==> src/design/blm_pkg.sv <==
package blm_pkg;

   localparam int TOL_W    = 31;
   localparam int ITER_W   = 8;
   localparam int PHASE_W  = 2;
   localparam int KIND_W   = 3;
   localparam int CSR_IDX_W = 1;
   localparam int GOLD_SHIFT = 32;

   localparam logic [TOL_W-1:0]  TOL_RESET   = 31'd66;
   localparam logic [ITER_W-1:0] MAXIT_RESET = 8'd100;
   // 1 - 1/phi as a 32-bit binary fraction
   localparam logic [TOL_W-1:0]  CGOLD       = 31'd1640531527;

   localparam logic [KIND_W-1:0] KIND_EVAL   = 3'd0;
   localparam logic [KIND_W-1:0] KIND_DONE   = 3'd1;
   localparam logic [KIND_W-1:0] KIND_BAD    = 3'd2;
   localparam logic [KIND_W-1:0] KIND_NOCONV = 3'd3;
   localparam logic [KIND_W-1:0] KIND_UNEXP  = 3'd4;

   localparam logic OP_START = 1'b0;
   localparam logic OP_VALUE = 1'b1;

   localparam logic [PHASE_W-1:0] PHASE_IDLE = 2'd0;
   localparam logic [PHASE_W-1:0] PHASE_MID  = 2'd1;
   localparam logic [PHASE_W-1:0] PHASE_EVAL = 2'd2;

   localparam logic [CSR_IDX_W-1:0] REG_TOL   = 1'b0;
   localparam logic [CSR_IDX_W-1:0] REG_MAXIT = 1'b1;

   typedef enum logic [4:0] {
      CMD_NONE, CMD_CAPTURE, CMD_BAD, CMD_START, CMD_SET_MID, CMD_TAKE, CMD_UNEXP,
      CMD_CHECK, CMD_MUL_R, CMD_PUT_R, CMD_MUL_Q, CMD_PUT_Q, CMD_MUL_P1, CMD_PUT_P1,
      CMD_MUL_P2, CMD_PUT_P2, CMD_MUL_QE, CMD_PUT_QE, CMD_MUL_QA, CMD_PUT_QA,
      CMD_MUL_QB, CMD_PUT_QB, CMD_DIV, CMD_PUT_D, CMD_CLAMP, CMD_GOLD, CMD_MUL_G,
      CMD_PUT_G, CMD_FINAL, CMD_EMIT
   } cmd_type;

   typedef struct packed {
      logic               op;
      logic               bracket_ok;
      logic               known;
      logic [PHASE_W-1:0] phase;
      logic               stop;
      logic               para;
      logic               reject;
      logic               mul_done;
      logic               div_done;
      logic               slot_free;
   } status_type;

endpackage

==> src/design/blm_ctrl.sv <==
module blm_ctrl (
   input  logic                clock,
   input  logic                reset,
   input  logic                req_valid,
   output logic                req_ready,
   input  blm_pkg::status_type status,
   output blm_pkg::cmd_type    cmd
);

   typedef enum logic [4:0] {
      ST_IDLE, ST_DISPATCH, ST_CHECK, ST_R_GO, ST_R_WAIT, ST_Q_GO, ST_Q_WAIT,
      ST_P1_GO, ST_P1_WAIT, ST_P2_GO, ST_P2_WAIT, ST_QE_GO, ST_QE_WAIT,
      ST_QA_GO, ST_QA_WAIT, ST_QB_GO, ST_QB_WAIT, ST_BRANCH, ST_DIV_GO,
      ST_DIV_WAIT, ST_CLAMP, ST_GOLD, ST_G_GO, ST_G_WAIT, ST_FINAL, ST_EMIT
   } state_type;

   state_type state_ff, state_in;

   always_comb begin
      state_in = state_ff;
      cmd      = blm_pkg::CMD_NONE;
      case (state_ff)
         ST_IDLE: if (req_valid) begin
            cmd      = blm_pkg::CMD_CAPTURE;
            state_in = ST_DISPATCH;
         end
         ST_DISPATCH: begin
            if (status.op == blm_pkg::OP_START) begin
               if (status.bracket_ok) begin
                  cmd      = blm_pkg::CMD_START;
                  state_in = status.known ? ST_CHECK : ST_EMIT;
               end else begin
                  cmd      = blm_pkg::CMD_BAD;
                  state_in = ST_EMIT;
               end
            end else if (status.phase == blm_pkg::PHASE_MID) begin
               cmd      = blm_pkg::CMD_SET_MID;
               state_in = ST_CHECK;
            end else if (status.phase == blm_pkg::PHASE_EVAL) begin
               cmd      = blm_pkg::CMD_TAKE;
               state_in = ST_CHECK;
            end else begin
               cmd      = blm_pkg::CMD_UNEXP;
               state_in = ST_EMIT;
            end
         end
         ST_CHECK: begin
            cmd = blm_pkg::CMD_CHECK;
            if (status.stop) state_in = ST_EMIT;
            else if (status.para) state_in = ST_R_GO;
            else state_in = ST_GOLD;
         end
         ST_R_GO: begin
            cmd      = blm_pkg::CMD_MUL_R;
            state_in = ST_R_WAIT;
         end
         ST_R_WAIT: if (status.mul_done) begin
            cmd      = blm_pkg::CMD_PUT_R;
            state_in = ST_Q_GO;
         end
         ST_Q_GO: begin
            cmd      = blm_pkg::CMD_MUL_Q;
            state_in = ST_Q_WAIT;
         end
         ST_Q_WAIT: if (status.mul_done) begin
            cmd      = blm_pkg::CMD_PUT_Q;
            state_in = ST_P1_GO;
         end
         ST_P1_GO: begin
            cmd      = blm_pkg::CMD_MUL_P1;
            state_in = ST_P1_WAIT;
         end
         ST_P1_WAIT: if (status.mul_done) begin
            cmd      = blm_pkg::CMD_PUT_P1;
            state_in = ST_P2_GO;
         end
         ST_P2_GO: begin
            cmd      = blm_pkg::CMD_MUL_P2;
            state_in = ST_P2_WAIT;
         end
         ST_P2_WAIT: if (status.mul_done) begin
            cmd      = blm_pkg::CMD_PUT_P2;
            state_in = ST_QE_GO;
         end
         ST_QE_GO: begin
            cmd      = blm_pkg::CMD_MUL_QE;
            state_in = ST_QE_WAIT;
         end
         ST_QE_WAIT: if (status.mul_done) begin
            cmd      = blm_pkg::CMD_PUT_QE;
            state_in = ST_QA_GO;
         end
         ST_QA_GO: begin
            cmd      = blm_pkg::CMD_MUL_QA;
            state_in = ST_QA_WAIT;
         end
         ST_QA_WAIT: if (status.mul_done) begin
            cmd      = blm_pkg::CMD_PUT_QA;
            state_in = ST_QB_GO;
         end
         ST_QB_GO: begin
            cmd      = blm_pkg::CMD_MUL_QB;
            state_in = ST_QB_WAIT;
         end
         ST_QB_WAIT: if (status.mul_done) begin
            cmd      = blm_pkg::CMD_PUT_QB;
            state_in = ST_BRANCH;
         end
         // a rejected fit falls back to golden section
         ST_BRANCH: state_in = status.reject ? ST_GOLD : ST_DIV_GO;
         ST_DIV_GO: begin
            cmd      = blm_pkg::CMD_DIV;
            state_in = ST_DIV_WAIT;
         end
         ST_DIV_WAIT: if (status.div_done) begin
            cmd      = blm_pkg::CMD_PUT_D;
            state_in = ST_CLAMP;
         end
         ST_CLAMP: begin
            cmd      = blm_pkg::CMD_CLAMP;
            state_in = ST_FINAL;
         end
         ST_GOLD: begin
            cmd      = blm_pkg::CMD_GOLD;
            state_in = ST_G_GO;
         end
         ST_G_GO: begin
            cmd      = blm_pkg::CMD_MUL_G;
            state_in = ST_G_WAIT;
         end
         ST_G_WAIT: if (status.mul_done) begin
            cmd      = blm_pkg::CMD_PUT_G;
            state_in = ST_FINAL;
         end
         ST_FINAL: begin
            cmd      = blm_pkg::CMD_FINAL;
            state_in = ST_EMIT;
         end
         ST_EMIT: if (status.slot_free) begin
            cmd      = blm_pkg::CMD_EMIT;
            state_in = ST_IDLE;
         end
         default: state_in = ST_IDLE;
      endcase
   end

   always_ff @(posedge clock) begin
      if (reset) state_ff <= ST_IDLE;
      else state_ff <= state_in;
   end

   assign req_ready = state_ff == ST_IDLE;

endmodule

==> config.mk <==
export PLATFORM = sky130hd
export DESIGN_NAME = blm_ctrl
export DESIGN_NICKNAME = d
export VERILOG_FILES = /design/src/design/blm_pkg.sv /design/src/design/blm_ctrl.sv
export SDC_FILE = /design/constraint.sdc
export NUM_CORES = 1
export LEC_CHECK = 0
export BUFFER_PORTS_ARGS = -buffer_cell sky130_fd_sc_hd__buf_2
export CAP_MARGIN = 15
export CORE_MARGIN = 1
export CORE_UTILIZATION = 40
export CTS_CLUSTER_DIAMETER = 200
export DETAILED_ROUTE_END_ITERATION = 6
export PLACE_DENSITY = 0.59
export SYNTH_ARGS = -nofsm -noshare
export SYNTH_HDL_FRONTEND = slang
export SYNTH_SLANG_ARGS = --single-unit
==> constraint.sdc <==
create_clock -name clock -period 1.8 [get_ports clock]
set_input_delay 0.18 -clock clock [delete_from_list [all_inputs] [get_ports clock]]
set_output_delay 0.18 -clock clock [all_outputs]
set_load 0.02 [all_outputs]
## Word-level counts from Yosys, hierarchy flattened

Cells that the tools add are included.

| word-level totals | value |
|---|---|
| register bits after elaboration | 5 |
| input port bits | 14 |
| output and inout bits | 6 |
| word-level logic and storage cells | 77 |

| cells by class | value |
|---|---|
| equality and inequality tests | 38 |
| muxes and demuxes | 36 |
| reductions and logical operators | 2 |

Operator list:

| operator | count |
|---|---|
| one-hot mux 5 bit (26 select lines) | 1 |
| two-way mux 5 bit | 25 |
| one-hot mux 5 bit (25 select lines) | 1 |
| == test 5 bit, second input constant | 10 |
| == test 5 x 4 -> 1 bit, second input constant | 8 |
| inequality test 2 bit, second input constant | 11 |
| == test 5 x 3 -> 1 bit, second input constant | 4 |
| two-way mux 4 bit | 4 |
| AND reduction 11 bit | 1 |
| == test 5 x 2 -> 1 bit, second input constant | 2 |
| == test 5 x 1 -> 1 bit, second input constant | 1 |
| zero test 5 bit | 1 |
| two-way mux 2 bit | 2 |
| two-way mux 3 bit | 1 |
| == test 2 x 1 -> 1 bit, second input constant | 1 |
| == test 2 bit, second input constant | 1 |
| two-way mux 1 bit | 2 |

## Depth between registers and ports, before layout

| logic depth | value |
|---|---|
| depth after elaboration | 5 |
| mapped depth | 7 |
| mapped depth without buffers | 7 |

## Least setup slack after synthesis

No wires, ideal clock.

| path | value |
|---|---|
| kind | register to output |
| start point | reg state_ff[0] |
| end point | out cmd[3] |
| arrival | 1.611 ns |
| data required time | 1.620 ns |
| slack | 0.009 ns |
| stages on the path, launching flop included | 7 |
| path buffers | 3 |
| path through | dfxtp_1 > buf_2 > buf_2 > buf_2 > a21oi_1 > xor2_1 > o31ai_1 |

| between the ends | value |
|---|---|
| longest elaborated chain between the ends | 2 |
| elaborated cells on any way between the ends | 26 |
| those cells by class | eq/ne: 24; mux: 1; reduce/logical: 1 |

Ends and longest elaborated chain:

| element | RTL line | text |
|---|---|---|
| start, declared | blm_ctrl.sv:17 | `state_type state_ff, state_in;` |
| start signal, assigned | blm_ctrl.sv:149 | `else state_ff <= state_in;` |
| == test 5 bit (tied with other cells) | blm_ctrl.sv:22 | `case (state_ff)` |
| one-hot mux 5 bit (25 select lines) (*) | blm_ctrl.sv:22 |  |
| end, declared | blm_ctrl.sv:7 | `output blm_pkg::cmd_type cmd` |

Mark *: on every way between the ends. The rest lies on a longest branch, timed or not.

## Worst setup path in the final report

| path | value |
|---|---|
| start point | reg state_ff[2] |
| end point | out cmd[4] |

The elaborated chain is that of the path after synthesis.

==> metrics.md <==
| Metric | Value |
|---|---|
| Final Hold Fails | 0 |
| Die width | 52.12 um |
| Largest reg by FF count | state_ff |
| FP Rows | 17 |
| Hold path depth | 4 |
| Post-synth EDFFs | 0 |
| Post-DP HPWL | 2571 um |
| I/O pins | 20 |
| HP Class | in -> reg |
| Setup_tns | -0.1858 ns |
| Routed wire length per instance | 17.25 um |
| # hold bufs at CTS | 0 |
| H-tree levels | 1 |
| Worst Skew | 0.001176 ns |
| Flop-to-flop setup slack | -0.02 ns |
| Fin cells | 223 |
| Overall Global Routing Usage | 29.52% |
| Clock-pin slew on the worst setup and hold paths | 0.04 ns |
| Die Y | 52.12 um |
| Antenna Nets Post-Route | 0 |
| Area growth syn-to-layout | 54.79% |
| Reg2Reg Capture Point | state_ff[2] |
| Worst-margin pin slew | 0.3723 ns |
| Regs by FF count | state_ff (5) |
| CP Capture Type | primary output |
| Minimum clock period | 1.842 ns |
| CTS Root Cell | clkbuf_4 |
| Required time worst endpoint | 1.62 ns |
| Die footprint | 2716 um2 |
| Power per Cell Area | 1774 nW/um2 |
| WHS Endpoint | state_ff[4] |
| Layout Utilization | 67.70% |
| Cell count after synthesis | 147 |
| Post-DP Area | 1287 um2 |
| Register area | 118.9 um2 |
| Slew HR | 75.13% |
| Vias per cell | 6.247 |
| Failing checks | setup timing |
| CTS tree | yes |
| Largest register FFs | 5 |
| CTS buffer count | 3 |
| Filler cells | 213 |
| Total gr overflow | 0 |
| Area taken by multi-input logic gates | 902.1 um2 |
| Outcome | finished, violations left |
| First-pass GRT wire length | 5947 um |
| CP most frequent cell | buf_4 |
| Worst-Skew Late Latency | 0.25 ns |
| Max-Cap Viols | 0 |
| Starting Density | 43.74% |
| Max Root-Sink Buffers | 2 |
| Post-Route WL | 3846 um |
| Synth unique cells | 49 |
| Sequential area share after synthesis | 9.963% |
| Core Region | 2297 um2 |
| Finished Cell Area | 1555 um2 |
| Launch point of the critical path | state_ff[2] |
| Vias in the first global route | 1286 |
| Number of remaining DRC errors | 0 |
| Largest net degree at the start of global routing | 12 |
| RSZ-0062 raised after global routing | true |
| Post-synth ARST share | 0% |
| Crit path DAT | 1.66 ns |
| Critical path fanouts, max | 6 |
| Ys flop type | dfxtp_1 |
| RD Place Congestion | 0.8738 |
| R2r startpoint | state_ff[2] |
| Cell count after placement | 210 |
| Final Hold Slack | 0.4088 ns |
| Synth Cell Area | 1005 um2 |
| Critical path's slowest cell | dfxtp_4 |
| Endpoints failing setup | 8 |
| Slew Viols, Final | 0 |
| Max incr delay on CP | 0.37 ns |
| Startpoint types | register |
| Syn Nets | 162 |
| PnR worst setup slack | -0.04185 ns |
| Worst-path cell chain | buf_4 > nor3_4 > buf_4 > nand3_1 > and3_4 > o2111ai_2 > buf_6 |
| Max VDD drop | 1.083 mV |
| DR pass1 iterations | 5 |
| Share of layout cells above drive strength 1 | 46.67% |
| Port bufs | 19 |
| Sink Count | 5 |
| Syn avg cell area | 6.835 um2 |
| Synth Register Bits | 5 |
| Vias | 1393 |
| Antenna Cells | 0 |
| HP Start | reset |
| Final #Nets | 211 |
| Synth Warn # | 0 |
| FMAX | 542.9 MHz |
| Number of DRC markers in iteration 0 | 80 |
| Initial antenna violation count | 0 |
| Tcrit/Tclk final | 102.3% |
| Leak Pwr | 0.0006453 uW |
| CP Class | reg -> out |
| Worst R2R Path Depth | 7 |
how the worst max path moves through the flow:
stage                     endpoint  slack [ns]  cells past startpoint
final                       cmd[4]       -0.04                      7
after global routing        cmd[0]       -0.15                      7
after global placement      cmd[1]      0.0008                      6
after CTS                   cmd[2]       -0.06                      7
after floorplan             cmd[3]       0.009                      6
after detailed placement    cmd[3]       -0.02                      6
synthesized netlist by cell type (5+ instances only):
| master | n | share of area [%] |
|---|---|---|
| nand2b_1 | 8 | 5.0 |
| dfxtp_1 | 5 | 10 |
| nand3_1 | 7 | 3.5 |
| a22o_1 | 5 | 4.4 |
| a21oi_1 | 13 | 6.5 |
| o21ai_0 | 6 | 3.0 |
| inv_1 | 8 | 3.0 |
| nor3_1 | 5 | 2.5 |
| nand2_1 | 8 | 3.0 |
| nor2_1 | 10 | 3.7 |
| buf_2 | 8 | 4.0 |
critical path: cells and delay by family, from the launching register on:
family | cells | cell delay (ns)
flip-flops | 1 | 0.37
buffers and inverters | 3 | 0.44
AO/OA/AOI/OAI | 1 | 0.09
AND/OR/NAND/NOR | 3 | 0.50
layout make-up:
type,count,share of cell area [%]
Clock buffer,4,1.689
Inverter,8,1.931
Multi-Input combinational cell,119,58.00
Sequential cell,5,7.643
Tap cell,28,2.253
Timing Repair Buffer,59,28.48
kinds of logic (layout without fill, tap and decap cells):
group	count (synthesis)	count (layout)	synth area share, %
compound gates	57	57	42.34
flops	5	5	9.963
fa+ha+maj	1	1	1.245
buf+inv	23	71	12.20
simple gates	60	60	33.37
xor+xnor	1	1	0.8719
per-layer routing:
metal	wire length [um]	vias up	global-route usage (%)
met5	0	-	0
met4	86	0	13.51
met3	242	10	4.678
met2	1941	75	49.79
met1	1577	650	36.10
li1	-	658	-
stage by stage:
step                total power (uW)  setup WS [ns]
floorplan                       1444       0.008692
global placement                2088      0.0007683
detailed placement              2109       -0.01770
CTS                             2501       -0.06176
global route                    2957        -0.1547
finish                          2758       -0.04185
layout by cell type, fill, tap and decap left out, types with 4 or more instances in the layout:
master | synthesis | layout
a21oi_1 | 13 | 12
a22o_1 | 5 | 5
buf_2 | 8 | 17
buf_4 | 3 | 34
buf_6 | 2 | 6
dfxtp_4 | 0 | 5
inv_1 | 8 | 8
nand2_1 | 8 | 7
nand2b_1 | 8 | 6
nand3_1 | 7 | 5
nand4_1 | 4 | 4
nor2_1 | 10 | 8
nor2b_1 | 4 | 4
o21ai_0 | 6 | 6
o31ai_1 | 4 | 4
report_power, final:
group / internal [uW] / switching (uW) / total (uW)
Combinational: 1130 / 1200 / 2330
Clock: 84.2 / 51.8 / 136
Sequential: 181 / 113 / 294
what timing repair did:
item	CTS	global route
setup buffers	7	2
pin swaps	3	2
gates resized for setup	25	21
setup endpoints to repair	5	10
Power figures use the tool's default switching activity.
